### src/rtl/lifo_stack_with_search_core_defines.svh
// Assertion macros shared by the stack core modules.
`ifndef LIFO_STACK_WITH_SEARCH_CORE_DEFINES_SVH
`define LIFO_STACK_WITH_SEARCH_CORE_DEFINES_SVH

// Same-cycle implication, checked on every edge outside reset.
`define LSS_ASSERT_IMPLY(label, clk, rst_n, ante, cons, msg) \
	label: assert property (@(posedge clk) disable iff (!rst_n) (ante) |-> (cons)) \
		else $error(msg);

// Next-cycle implication, checked on every edge outside reset.
`define LSS_ASSERT_NEXT(label, clk, rst_n, ante, cons, msg) \
	label: assert property (@(posedge clk) disable iff (!rst_n) (ante) |=> (cons)) \
		else $error(msg);

`endif

### src/rtl/lss_pkg.sv
// Shared types and constants of the LIFO stack with search.
`timescale 1ns / 1ps

package lss_pkg;

	localparam int DEPTH_DEF = 16;
	localparam int WORD_W    = 32;
	localparam int POS_W     = 6;

	typedef enum logic [2:0] {
		OP_CLEAR_PUSH = 3'd0,
		OP_PUSH       = 3'd1,
		OP_POP        = 3'd2,
		OP_TRAVERSE   = 3'd3,
		OP_SEARCH     = 3'd4
	} op_t;

	typedef enum logic [2:0] {
		STS_OK        = 3'd0,
		STS_EMPTY     = 3'd1,
		STS_FULL      = 3'd2,
		STS_FOUND     = 3'd3,
		STS_NOT_FOUND = 3'd4
	} status_t;

	typedef enum logic [1:0] {
		ST_IDLE,
		ST_POP,
		ST_TRAV,
		ST_SRCH
	} state_t;

	// Which kind of result the datapath registers on an emit.
	typedef enum logic [2:0] {
		RK_PUSH,
		RK_FULL,
		RK_EMPTY,
		RK_MISS,
		RK_POP,
		RK_TRAV,
		RK_HIT
	} res_kind_t;

	typedef struct packed {
		logic      clear_push;
		logic      push;
		logic      pop;
		logic      walk_start;
		logic      walk_step;
		logic      emit;
		logic      emit_last;
		res_kind_t kind;
	} cmd_t;

	typedef struct packed {
		logic empty;
		logic full;
		logic walk_end;
		logic match;
	} stat_t;

endpackage

### src/rtl/lifo_stack_with_search_core.sv
// Top level of the LIFO stack with linear search.
//
//  channel  | handshake          | payload
//  ---------+--------------------+--------------------------------
//  command  | start in, busy out | op, value
//  result   | strobe out         | status, data, position, last
//
// Push and clear-and-push complete without leaving idle; busy stays low.
// Pop makes one RAM read; traverse visits every entry and search stops at a hit:
// the walk reads one entry per cycle through the single RAM read port.
// Reset clears the entry count and the controller; entry RAM is not cleared.
// The receiver cannot stall: each result is on the ports for one cycle only.
`timescale 1ns / 1ps

module lifo_stack_with_search_core #(
	parameter int DEPTH = lss_pkg::DEPTH_DEF
) (
	input  logic                              clk,
	input  logic                              arst_n,
	input  logic                              start,
	output logic                              busy,
	input  logic [2:0]                        op,
	input  logic signed [lss_pkg::WORD_W-1:0] value,
	output logic                              strobe,
	output logic [2:0]                        status,
	output logic signed [lss_pkg::WORD_W-1:0] data,
	output logic [lss_pkg::POS_W-1:0]         position,
	output logic                              last
);

	lss_pkg::cmd_t  cmd;
	lss_pkg::stat_t stat;

	lss_ctrl u_ctrl (
		.clk   (clk),
		.arst_n(arst_n),
		.start (start),
		.op    (op),
		.stat  (stat),
		.busy  (busy),
		.cmd   (cmd)
	);

	lss_dp #(
		.DEPTH(DEPTH)
	) u_dp (
		.clk     (clk),
		.arst_n  (arst_n),
		.cmd     (cmd),
		.value   (value),
		.stat    (stat),
		.strobe  (strobe),
		.status  (status),
		.data    (data),
		.position(position),
		.last    (last)
	);

endmodule

### src/rtl/lss_ram.sv
// Generic single-write, single-read RAM with registered read data.
`timescale 1ns / 1ps

module lss_ram #(
	parameter int WIDTH = lss_pkg::WORD_W,
	parameter int DEPTH = lss_pkg::DEPTH_DEF,
	localparam int AW   = (DEPTH > 1) ? $clog2(DEPTH) : 1
) (
	input  logic             clk,
	input  logic             we,
	input  logic [AW-1:0]    waddr,
	input  logic [WIDTH-1:0] wdata,
	input  logic [AW-1:0]    raddr,
	output logic [WIDTH-1:0] rdata
);

	logic [WIDTH-1:0] mem_q [DEPTH];

	always_ff @(posedge clk) begin
		if (we) begin
			mem_q[waddr] <= wdata;
		end
		rdata <= mem_q[raddr];
	end

endmodule

### src/rtl/lss_ctrl.sv
// Controller state machine of the stack core: decodes ops and sequences walks.
`timescale 1ns / 1ps
`include "lifo_stack_with_search_core_defines.svh"

module lss_ctrl (
	input  logic           clk,
	input  logic           arst_n,
	input  logic           start,
	input  logic [2:0]     op,
	input  lss_pkg::stat_t stat,
	output logic           busy,
	output lss_pkg::cmd_t  cmd
);

	lss_pkg::state_t state_q, state_d;
	lss_pkg::op_t    op_dec;

	assign op_dec = lss_pkg::op_t'(op);
	assign busy   = (state_q != lss_pkg::ST_IDLE);

	always_ff @(posedge clk or negedge arst_n) begin
		if (!arst_n) begin
			state_q <= lss_pkg::ST_IDLE;
		end else begin
			state_q <= state_d;
		end
	end

	// Next state
	always_comb begin
		state_d = state_q;
		unique case (state_q)
			lss_pkg::ST_IDLE: begin
				if (start) begin
					unique case (op_dec)
						lss_pkg::OP_POP:      if (!stat.empty) state_d = lss_pkg::ST_POP;
						lss_pkg::OP_TRAVERSE: if (!stat.empty) state_d = lss_pkg::ST_TRAV;
						lss_pkg::OP_SEARCH:   if (!stat.empty) state_d = lss_pkg::ST_SRCH;
						default:              state_d = lss_pkg::ST_IDLE;
					endcase
				end
			end
			lss_pkg::ST_POP: state_d = lss_pkg::ST_IDLE;
			lss_pkg::ST_TRAV: begin
				if (stat.walk_end) state_d = lss_pkg::ST_IDLE;
			end
			lss_pkg::ST_SRCH: begin
				if (stat.match || stat.walk_end) state_d = lss_pkg::ST_IDLE;
			end
			default: state_d = lss_pkg::ST_IDLE;
		endcase
	end

	// Commands
	always_comb begin
		cmd = '0;
		unique case (state_q)
			lss_pkg::ST_IDLE: begin
				if (start) begin
					unique case (op_dec)
						lss_pkg::OP_CLEAR_PUSH: begin
							cmd.clear_push = 1'b1;
							cmd.emit       = 1'b1;
							cmd.emit_last  = 1'b1;
							cmd.kind       = lss_pkg::RK_PUSH;
						end
						lss_pkg::OP_PUSH: begin
							cmd.push      = !stat.full;
							cmd.emit      = 1'b1;
							cmd.emit_last = 1'b1;
							cmd.kind      = stat.full ? lss_pkg::RK_FULL : lss_pkg::RK_PUSH;
						end
						lss_pkg::OP_POP: begin
							cmd.pop       = !stat.empty;
							cmd.emit      = stat.empty;
							cmd.emit_last = 1'b1;
							cmd.kind      = lss_pkg::RK_EMPTY;
						end
						lss_pkg::OP_TRAVERSE: begin
							cmd.walk_start = !stat.empty;
							cmd.emit       = stat.empty;
							cmd.emit_last  = 1'b1;
							cmd.kind       = lss_pkg::RK_EMPTY;
						end
						lss_pkg::OP_SEARCH: begin
							cmd.walk_start = !stat.empty;
							cmd.emit       = stat.empty;
							cmd.emit_last  = 1'b1;
							cmd.kind       = lss_pkg::RK_MISS;
						end
						default: cmd = '0;
					endcase
				end
			end
			lss_pkg::ST_POP: begin
				cmd.emit      = 1'b1;
				cmd.emit_last = 1'b1;
				cmd.kind      = lss_pkg::RK_POP;
			end
			lss_pkg::ST_TRAV: begin
				cmd.emit      = 1'b1;
				cmd.emit_last = stat.walk_end;
				cmd.kind      = lss_pkg::RK_TRAV;
				cmd.walk_step = !stat.walk_end;
			end
			lss_pkg::ST_SRCH: begin
				// report a hit first; a miss only once the bottom entry is checked
				cmd.emit      = stat.match || stat.walk_end;
				cmd.emit_last = 1'b1;
				cmd.kind      = stat.match ? lss_pkg::RK_HIT : lss_pkg::RK_MISS;
				cmd.walk_step = !stat.match && !stat.walk_end;
			end
			default: cmd = '0;
		endcase
	end

	`LSS_ASSERT_NEXT(a_pop_one_cycle, clk, arst_n, state_q == lss_pkg::ST_POP, state_q == lss_pkg::ST_IDLE, "pop state did not return to idle")
	`LSS_ASSERT_IMPLY(a_walk_emits_once, clk, arst_n, (state_q == lss_pkg::ST_TRAV) && stat.walk_end, cmd.emit && cmd.emit_last && !cmd.walk_step, "traverse end not marked last")

endmodule

### src/rtl/lss_dp.sv
// Datapath of the stack core: entry count, walk pointer, entry RAM and result registers.
`timescale 1ns / 1ps
`include "lifo_stack_with_search_core_defines.svh"

module lss_dp #(
	parameter int DEPTH = lss_pkg::DEPTH_DEF
) (
	input  logic                                clk,
	input  logic                                arst_n,
	input  lss_pkg::cmd_t                       cmd,
	input  logic signed [lss_pkg::WORD_W-1:0]   value,
	output lss_pkg::stat_t                      stat,
	output logic                                strobe,
	output logic [2:0]                          status,
	output logic signed [lss_pkg::WORD_W-1:0]   data,
	output logic [lss_pkg::POS_W-1:0]           position,
	output logic                                last
);

	localparam int AW = (DEPTH > 1) ? $clog2(DEPTH) : 1;
	localparam int CW = $clog2(DEPTH + 1);

	logic [CW-1:0]                     count_q;
	logic [CW-1:0]                     count_m1;
	logic [AW-1:0]                     ptr_q;
	logic [lss_pkg::POS_W-1:0]         idx_q;
	logic signed [lss_pkg::WORD_W-1:0] key_q;

	logic                              ram_we;
	logic [AW-1:0]                     ram_waddr;
	logic [AW-1:0]                     ram_raddr;
	logic [lss_pkg::WORD_W-1:0]        ram_rdata;

	logic                              strobe_q;
	lss_pkg::status_t                  status_q;
	logic signed [lss_pkg::WORD_W-1:0] data_q;
	logic [lss_pkg::POS_W-1:0]         position_q;
	logic                              last_q;

	assign count_m1 = count_q - CW'(1);

	assign stat.empty    = (count_q == '0);
	assign stat.full     = (count_q == CW'(DEPTH));
	assign stat.walk_end = (ptr_q == '0);
	assign stat.match    = (ram_rdata == key_q);

	assign ram_we    = cmd.push || cmd.clear_push;
	assign ram_waddr = cmd.clear_push ? '0 : count_q[AW-1:0];

	// Top entry on pop or walk start, next lower entry on a walk step
	always_comb begin
		priority if (cmd.walk_step) begin
			ram_raddr = ptr_q - AW'(1);
		end else begin
			ram_raddr = count_m1[AW-1:0];
		end
	end

	lss_ram #(
		.WIDTH(lss_pkg::WORD_W),
		.DEPTH(DEPTH)
	) u_ram (
		.clk  (clk),
		.we   (ram_we),
		.waddr(ram_waddr),
		.wdata(value),
		.raddr(ram_raddr),
		.rdata(ram_rdata)
	);

	always_ff @(posedge clk or negedge arst_n) begin
		if (!arst_n) begin
			count_q  <= '0;
			strobe_q <= 1'b0;
		end else begin
			priority if (cmd.clear_push) begin
				count_q <= CW'(1);
			end else if (cmd.push) begin
				count_q <= count_q + CW'(1);
			end else if (cmd.pop) begin
				count_q <= count_m1;
			end
			strobe_q <= cmd.emit;
		end
	end

	// Walk registers and result payload
	always_ff @(posedge clk) begin
		priority if (cmd.walk_start) begin
			ptr_q <= count_m1[AW-1:0];
			idx_q <= '0;
			key_q <= value;
		end else if (cmd.walk_step) begin
			ptr_q <= ptr_q - AW'(1);
			idx_q <= idx_q + lss_pkg::POS_W'(1);
		end
		if (cmd.emit) begin
			last_q <= cmd.emit_last;
			unique case (cmd.kind)
				lss_pkg::RK_PUSH: begin
					status_q   <= lss_pkg::STS_OK;
					data_q     <= value;
					position_q <= '0;
				end
				lss_pkg::RK_FULL: begin
					status_q   <= lss_pkg::STS_FULL;
					data_q     <= '0;
					position_q <= '0;
				end
				lss_pkg::RK_EMPTY: begin
					status_q   <= lss_pkg::STS_EMPTY;
					data_q     <= '0;
					position_q <= '0;
				end
				lss_pkg::RK_MISS: begin
					status_q   <= lss_pkg::STS_NOT_FOUND;
					data_q     <= '0;
					position_q <= '0;
				end
				lss_pkg::RK_POP: begin
					status_q   <= lss_pkg::STS_OK;
					data_q     <= ram_rdata;
					position_q <= '0;
				end
				lss_pkg::RK_TRAV: begin
					status_q   <= lss_pkg::STS_OK;
					data_q     <= ram_rdata;
					position_q <= idx_q;
				end
				lss_pkg::RK_HIT: begin
					status_q   <= lss_pkg::STS_FOUND;
					data_q     <= ram_rdata;
					position_q <= idx_q;
				end
				default: begin
					status_q   <= lss_pkg::STS_OK;
					data_q     <= '0;
					position_q <= '0;
				end
			endcase
		end
	end

	assign strobe   = strobe_q;
	assign status   = status_q;
	assign data     = data_q;
	assign position = position_q;
	assign last     = last_q;

	`LSS_ASSERT_IMPLY(a_count_bound, clk, arst_n, 1'b1, count_q <= CW'(DEPTH), "entry count above depth")
	`LSS_ASSERT_IMPLY(a_push_room, clk, arst_n, cmd.push, !stat.full, "push issued on a full stack")
	`LSS_ASSERT_IMPLY(a_step_in_range, clk, arst_n, cmd.walk_step, !stat.walk_end, "walk stepped past the bottom entry")

endmodule
### config.mk
export PLATFORM = sky130hd
export DESIGN_NAME = lifo_stack_with_search_core
export DESIGN_NICKNAME = d
export VERILOG_FILES = /design/src/rtl/lss_pkg.sv /design/src/rtl/lifo_stack_with_search_core.sv /design/src/rtl/lss_ram.sv /design/src/rtl/lss_ctrl.sv /design/src/rtl/lss_dp.sv
export VERILOG_INCLUDE_DIRS = /design/src /design/src/rtl
export SDC_FILE = /design/constraint.sdc
export NUM_CORES = 1
export LEC_CHECK = 0
export BUFFER_PORTS_ARGS = -buffer_cell sky130_fd_sc_hd__buf_2
export CAP_MARGIN = 20
export CORE_MARGIN = 1
export CORE_UTILIZATION = 50
export DETAILED_ROUTE_END_ITERATION = 16
export HOLD_SLACK_MARGIN = 0.02
export PLACE_DENSITY_LB_ADDON = 0.3
export SLEW_MARGIN = 20
export SYNTH_ARGS = -nofsm -noshare
export SYNTH_HDL_FRONTEND = slang
export SYNTH_HIERARCHICAL = 1
export SYNTH_SLANG_ARGS = --single-unit
### constraint.sdc
create_clock -name clk -period 4.9 [get_ports clk]
set_clock_uncertainty 0.2 [all_clocks]
set_input_delay 0.49 -clock clk [delete_from_list [all_inputs] [get_ports clk]]
set_output_delay 0.49 -clock clk [all_outputs]
set_load 0.1 [all_outputs]
==> flow_metrics.env, run 1 <==
export IMPL_reg2reg_slack_ns=0.96
export IMPL_path_buf_inv=3
export IMPL_place_congestion=0.7952
export IMPL_cts_tree="yes"
export IMPL_rows=79
export IMPL_slowest_stage="and2_2"
export IMPL_via_per_inst=6.095
export IMPL_cp_arrival_ns=4.28
export IMPL_final_cell_mix="edfxtp_1 (590), mux4_2 (128), buf_2 (81), a22oi_1 (64), clkbuf_16 (63)"
export IMPL_ys_warn_count=6
export IMPL_fillCellCount=3323
export IMPL_synth_area_leaders="edfxtp_1 (74%), mux4_2 (12%), dfxtp_1 (3.2%)"
export IMPL_drv_cap=0
export IMPL_drtAntennaViolNets=0
export IMPL_power_mw=19.90
export IMPL_fmax_mhz=253.9
export IMPL_synth_top_area_share=0.7370
export IMPL_crit_fanout=17
export IMPL_power_density_nw_per_um2=715.2
export IMPL_period_share=0.8038
export IMPL_overflow=0
export IMPL_crit_family="simple AND/OR/NAND/NOR gates"
export IMPL_cts_buffers_inserted=61
export IMPL_cts_setup_buffers=0
export IMPL_synth_edf_count=590
export IMPL_rsz0062_at_grt="false"
export IMPL_root_buffer="clkbuf_16"
export IMPL_num_vias=11850
export IMPL_path_cells="xor2_1, nor4_1, nand4_1, nor2_1, nand2_1, nand2_1, nor2_1, buf_4, inv_1, nor2_1, a21oi_1, and2_2, buf_4, a22oi_1, nand2_1"
export IMPL_synth_top_cell_by_area="edfxtp_1"
export IMPL_grt_antenna_before_repair=2
export IMPL_rr_startpoint="u_dp/key_q[18]$_DFFE_PP_"
export IMPL_final_common_cell="edfxtp_1"
export IMPL_cts_resized=0
export IMPL_grt_pass1_wl_um=79580
export IMPL_hold_path_class="primary input to flip-flop"
export IMPL_crit_path_start_kind="flip-flop"
export IMPL_worstPathRequired_ns=5.24
export IMPL_worst_setup_path_end_kind="flip-flop"
export IMPL_min_from="value[8]"
export IMPL_slew_headroom=0.3790
export IMPL_placeableCoreArea_um2=46950
export IMPL_netlist_area_um2=24040
export IMPL_io_pins=82
export IMPL_holdPathStages=1
export IMPL_grt_pass1_vias=11970
export IMPL_setup_viol=0
export IMPL_syn_area_per_cell_um2=21.05
export IMPL_initial_core_util=0.5120
export IMPL_wl_um=53790
export IMPL_synth_flop_cell="edfxtp_1"
export IMPL_grt_start_max_net_pins=44
export IMPL_fin_crit_ns=3.939
export IMPL_synthCells=1142
export IMPL_synth_async_reset_ratio=0.01258
export IMPL_clkTransAtPathRegs_ns=0.06
export IMPL_final_nets=1327
export IMPL_synth_fp_nets=1185
export IMPL_peakVddDrop_uv=585.7
export IMPL_ys_types=49
export IMPL_worstMarginPinSlew_ns=0.9315
export IMPL_clockBufferDepth=3
export IMPL_drive_above_1_share=0.2884
export IMPL_fp_dieArea_um2=48960
export IMPL_ys_seq_area_frac=0.7770
export IMPL_power_leakage_nw=9.204
export IMPL_max_stage_delay_ns=0.64
export IMPL_grt_usage=0.2235
export IMPL_fin_tns_setup_ns=0
export IMPL_worstSkewPairLatency_ns=0.61
export IMPL_holdPathEnd="u_dp/u_ram/mem_q[0][8]$_DFFE_PP_"
export IMPL_synth_seq_cells=636
export IMPL_hold_violations=0
export IMPL_crit_type="flip-flop to flip-flop"
export IMPL_firstDrtPassIters=5
export IMPL_syn_to_final_growth_pct=15.73
export IMPL_worstReg2RegEnd="u_dp/u_ram/rdata[3]$_DFF_P_"
export IMPL_slew_viol_final=0
export IMPL_numPortBuffers=81
export IMPL_post_dp_hpwl_um=31000
export IMPL_drc=0
export IMPL_dieWidth_um=221.3
export IMPL_drtIter0Drc=1060
export IMPL_worstRegToRegCells=15
export IMPL_wire_per_inst_um=27.67
export IMPL_clock_sinks=636
export IMPL_die_height_um=221.3
export IMPL_status="completed"
export IMPL_cts_htree_levels=2
-- layer usage --
metal | share of wire | wire length, µm | global-route usage | vias to the layer above
met4 | 0.022 | 1178 | 0.05933 | 0
met5 | 0 | 0 | 0 | -
met3 | 0.077 | 4116 | 0.04382 | 86
li1 | - | - | - | 5021
met2 | 0.48 | 26050 | 0.3618 | 460
met1 | 0.42 | 22440 | 0.3133 | 6282
-- kinds of logic after synthesis --
| family | share of synthesized area |
|---|---|
| xor gates and xnor gates | 0.01676 |
| DFF | 0.7770 |
| and+or+nand+nor | 0.02894 |
| buffers and inverters | 0.01400 |
| adders and majority gates | 0.002602 |
| muxes | 0.1228 |
| AOI/OAI and AO/OA | 0.03789 |
-- cells in the mapped netlist, types with 7 or more instances --
cell,number
buf_2,14
xor2_1,37
nor4_1,10
clkbuf_1,19
buf_4,11
mux4_2,128
a22oi_1,64
nand2_1,45
dfrtp_1,8
edfxtp_1,590
buf_1,11
a22o_1,32
xnor2_1,9
mux2i_1,7
nor2_1,36
dfxtp_1,38
-- per-stage QoR --
stage            util  std cells  hold slack (ns)  worst slack [ns]  instance area [µm²]
6_report       0.5926       1944          0.07013            0.9614                27820
5_1_grt        0.5925       1943          0.06584            0.6569                27820
4_1_cts        0.5925       1942          0.04425            0.8698                27820
3_5_place_dp   0.5487       1826           0.1598            0.9113                25760
3_3_place_gp   0.5487       1826           0.1554            0.9859                25760
2_1_floorplan       -       1142        -0.005591            0.2296                24040
-- worst register-to-register path, cell delays in order, from the launching register on --
cell and delay [ns]:
edfxtp_1 0.38, xor2_1 0.19, nor4_1 0.51, nand4_1 0.15
nor2_1 0.22, nand2_1 0.08, nand2_1 0.11, nor2_1 0.09
buf_4 0.23, inv_1 0.08, nor2_1 0.05, a21oi_1 0.43
and2_2 0.64, buf_4 0.29, a22oi_1 0.09, nand2_1 0.12
-- cell type report --
| class | count | area, µm² | share of cell area |
|---|---|---|---|
| antenna | 2 | 5.005 | 0.0001799 |
| clock inverter | 29 | 326.6 | 0.01174 |
| sequential | 636 | 18680 | 0.6713 |
| multi-input combinational | 440 | 5216 | 0.1875 |
| clock buffer | 85 | 1709 | 0.06143 |
| timing repair buffer | 138 | 1101 | 0.03958 |
| tap | 607 | 759.5 | 0.02730 |
| inverter | 7 | 26.28 | 0.0009444 |
-- state kept, by name (all words and copies together) (netlist names) --
| name | flops |
|---|---|
| u_dp/u_ram/mem_q | 512 |
| u_dp/data | 32 |
| u_dp/key_q | 32 |
| u_dp/u_ram/rdata | 32 |
| u_dp/idx_q | 6 |
| u_dp/position | 6 |
| u_dp/count_q | 5 |
| u_dp/ptr_q | 4 |
| u_dp/status | 3 |
| u_ctrl/state_q | 2 |
| u_dp/last | 1 |
| u_dp/strobe | 1 |
-- power breakdown --
part           leakage [nW]  internal (mW)  total, mW  switching, mW
clock network         0.992           2.79       4.75           1.95
logic                  2.43           3.19       8.28           5.08
registers              5.78           6.59       6.87          0.283
-- worst max-delay path by stage --
stage	start	to	slack, ns	depth (start not counted)
global route	u_dp/key_q[18]$_DFFE_PP_	u_dp/u_ram/rdata[28]$_DFF_P_	0.66	12
detailed placement	u_dp/key_q[18]$_DFFE_PP_	u_dp/u_ram/rdata[28]$_DFF_P_	0.91	12
CTS	u_dp/key_q[18]$_DFFE_PP_	u_dp/u_ram/rdata[28]$_DFF_P_	0.87	12
floorplan	start	u_dp/u_ram/mem_q[8][0]$_DFFE_PP_	0.23	6
finish	u_dp/key_q[18]$_DFFE_PP_	u_dp/u_ram/rdata[3]$_DFF_P_	0.96	15
global placement	u_dp/key_q[18]$_DFFE_PP_	u_dp/u_ram/rdata[28]$_DFF_P_	0.99	12
-- repair_timing --
item                                    4_1_cts  5_1_grt
endpoints found under the hold margin         9        0
hold buffers                                  2        0
endpoints found under the setup margin        0        0
Note: power is estimated with default switching activity, not from simulation.
==> run 2: changes to the inputs <==
--- a/config.mk
+++ b/config.mk
@@ -6,6 +6,7 @@
 export SDC_FILE = /design/constraint.sdc
 export NUM_CORES = 1
 export LEC_CHECK = 0
+export ABC_AREA = 1
 export BUFFER_PORTS_ARGS = -buffer_cell sky130_fd_sc_hd__buf_2
 export CAP_MARGIN = 20
 export CORE_MARGIN = 1
==> constraint.sdc (replaced) <==
create_clock -name clk -period 3.2 [get_ports clk]
set_clock_uncertainty 0.2 [all_clocks]
set_input_delay 0.32 -clock clk [delete_from_list [all_inputs] [get_ports clk]]
set_output_delay 0.32 -clock clk [all_outputs]
set_load 0.1 [all_outputs]
==> run 2 against run 1 <==
Design area up 17%; global-route usage is 2.7 points higher; utilization rose by 1.1 points.
==> flow_metrics.env, run 2 <==
export IMPL_status="completed"
export IMPL_grt_pass1_wl_um=105600
export IMPL_cp_arrival_ns=3.41
export IMPL_grt_antenna_before_repair=1
export IMPL_startpoint="u_dp/u_ram/rdata[1]$_DFF_P_"
export IMPL_largest_reg_flops=512
export IMPL_ys_types=35
export IMPL_dieWidth_um=236.1
export IMPL_hold_path_class="flip-flop to flip-flop"
export IMPL_io_pins=82
export IMPL_clock_sinks=636
export IMPL_die_height_um=236.1
export IMPL_firstDrtPassIters=10
export IMPL_worstReg2RegEnd="u_dp/u_ram/rdata[7]$_DFF_P_"
export IMPL_cts_tree="yes"
export IMPL_rr_startpoint="u_dp/u_ram/rdata[1]$_DFF_P_"
export IMPL_setup_worst_path_end="u_dp/u_ram/rdata[7]$_DFF_P_"
export IMPL_via_per_inst=5.326
export IMPL_worst_setup_path_end_kind="flip-flop"
export IMPL_synth_top_area_share=0.6466
export IMPL_setup_viol=0
export IMPL_drive_above_1_share=0.1355
export IMPL_fmax_mhz=319.8
export IMPL_period_share=0.9772
export IMPL_whs_ns=0.3103
export IMPL_synth_top_cell_by_area="edfxtp_1"
export IMPL_clkTransAtPathRegs_ns=0.06
export IMPL_drtAntennaViolNets=0
export IMPL_initial_core_util=0.5071
export IMPL_drtIter0Drc=1836
export IMPL_wire_per_inst_um=19.52
export IMPL_synth_fp_nets=2683
export IMPL_synth_flop_cell="edfxtp_1"
export IMPL_synth_seq_cells=636
export IMPL_num_antenna_cells=0
export IMPL_post_dp_hpwl_um=40850
export IMPL_synth_async_reset_ratio=0.01258
export IMPL_grt_start_max_net_pins=53
export IMPL_crit_fanout=52
export IMPL_clockBufferDepth=3
export IMPL_numPortBuffers=81
export IMPL_grt_usage=0.2502
export IMPL_crit_path_start_kind="flip-flop"
export IMPL_root_buffer="clkbuf_16"
export IMPL_final_cell_mix="nand2_1 (819), edfxtp_1 (590), inv_1 (473), nand3_1 (425), buf_2 (81)"
export IMPL_synth_most_common_cell="nand2_1"
export IMPL_grt_pass1_vias=18440
export IMPL_placeableCoreArea_um2=54030
export IMPL_crit_type="flip-flop to flip-flop"
export IMPL_final_area_um2=32630
export IMPL_worstRegToRegCells=20
export IMPL_ys_seq_area_frac=0.6817
export IMPL_place_congestion=0.8708
export IMPL_hold_violations=0
export IMPL_num_vias=19230
export IMPL_largest_register="u_dp/u_ram/mem_q"
export IMPL_worstSkewPairLatency_ns=0.60
export IMPL_drc=0
export IMPL_slew_headroom=0.6629
export IMPL_yosys_top_cells_count="nand2_1 (822), edfxtp_1 (590), inv_1 (475), nand3_1 (426), nor2_1 (62)"
export IMPL_reg2reg_slack_ns=0.07
export IMPL_slew_viol_final=0
export IMPL_worstPathRequired_ns=3.48
export IMPL_wl_um=70480
export IMPL_syn_area_per_cell_um2=10.38
export IMPL_rsz0062_at_grt="true"
export IMPL_rows=85
export IMPL_final_nets=2909
export IMPL_synth_area_leaders="edfxtp_1 (65%), nand2_1 (11%), nand3_1 (7.8%)"
export IMPL_synth_edf_count=590
export IMPL_synthCells=2640
export IMPL_ys_warn_count=6
export IMPL_cts_buffers_inserted=68
export IMPL_overflow=0
export IMPL_fp_dieArea_um2=55740
export IMPL_drv_cap=0
export IMPL_place_area_um2=29760
export IMPL_final_common_cell="nand2_1"
export IMPL_cts_htree_levels=3
export IMPL_netlist_area_um2=27400
export IMPL_syn_to_final_growth_pct=19.11
export IMPL_worstMarginPinSlew_ns=0.5092
export IMPL_fin_crit_ns=3.127
## run 2: area by class of cell
class | count | area (µm²)
fill | 4273 | 21390
timing repair buffer | 271 | 2838
multi-input combinational | 1406 | 6337
sequential | 636 | 18680
clock buffer | 90 | 1866
tap | 696 | 870.8
clock inverter | 29 | 203.9
inverter | 483 | 1838
## run 2: kinds of logic after synthesis
| group | Yosys count | share of synthesized area |
|---|---|---|
| buf+inv | 598 | 0.09544 |
| xor+xnor | 8 | 0.002557 |
| fa+ha+maj | 5 | 0.002283 |
| flops | 636 | 0.6817 |
| compound gates | 60 | 0.01311 |
| simple gates | 1333 | 0.2049 |
## run 2: worst min-delay path by stage
| stage | cells after the start | from | to |
|---|---|---|---|
| after floorplan | 0 | arst_n | u_ctrl/state_q[0]$_DFFE_PN0P_ |
| after global placement | 1 | arst_n | u_dp/strobe$_DFF_PN0_ |
| after detailed placement | 1 | arst_n | u_dp/strobe$_DFF_PN0_ |
| after CTS | 2 | u_dp/idx_q[0]$_SDFFE_PP0P_ | u_dp/idx_q[0]$_SDFFE_PP0P_ |
| after global routing | 2 | u_dp/idx_q[0]$_SDFFE_PP0P_ | u_dp/idx_q[0]$_SDFFE_PP0P_ |
| final | 2 | u_dp/idx_q[0]$_SDFFE_PP0P_ | u_dp/idx_q[0]$_SDFFE_PP0P_ |
## run 2: metal layers
metal  global-route usage  vias to the layer above  wire (µm)
met4              0.09943                        2       2517
met2               0.4123                      849      33450
met1               0.3341                     9206      28720
met3              0.03780                      188       5784
li1                     -                     8988          -
met5                    0                        -          7
## run 2: repair_timing
action                                  4_1_cts  5_1_grt
hold buffers                                 40        0
endpoints found under the hold margin       556        0
endpoints found under the setup margin       31      117
gates resized for setup                       1       35
gates cloned                                  0        8
buffers inserted                              0       11
pin swaps                                     1        3
## run 2: critical path: stages, from the launching register on
cell	delay, ns
dfxtp_1	0.38
inv_1	0.08
nand2_1	0.06
nand2_1	0.05
nor2_1	0.14
nand2_1	0.16
nor2_4	0.17
nand2_1	0.07
nor2_1	0.12
buf_4	0.12
nand2_1	0.08
nand3_2	0.11
inv_4	0.06
buf_12	0.13
o21ai_4	0.33
inv_4	0.10
buf_12	0.21
nand3_1	0.14
nand3_1	0.10
nand3_1	0.11
nand2_1	0.06
## run 2: stage by stage
stage               setup TNS, ns  setup slack (ns)  utilization  cells
floorplan                 -197.43           -0.4480            -   2640
global placement          -0.7983           -0.1263       0.5508   3433
detailed placement        -0.6294          -0.05549       0.5508   3433
CTS                             0         0.0002038       0.5966   3592
global route              -0.3413          -0.03718       0.6040   3611
finish                          0           0.07296       0.6040   3611
Power of run 2 is left out: the tool's default activity adds up to more than one toggle a clock period on the data nets, which glitch-free logic cannot reach.
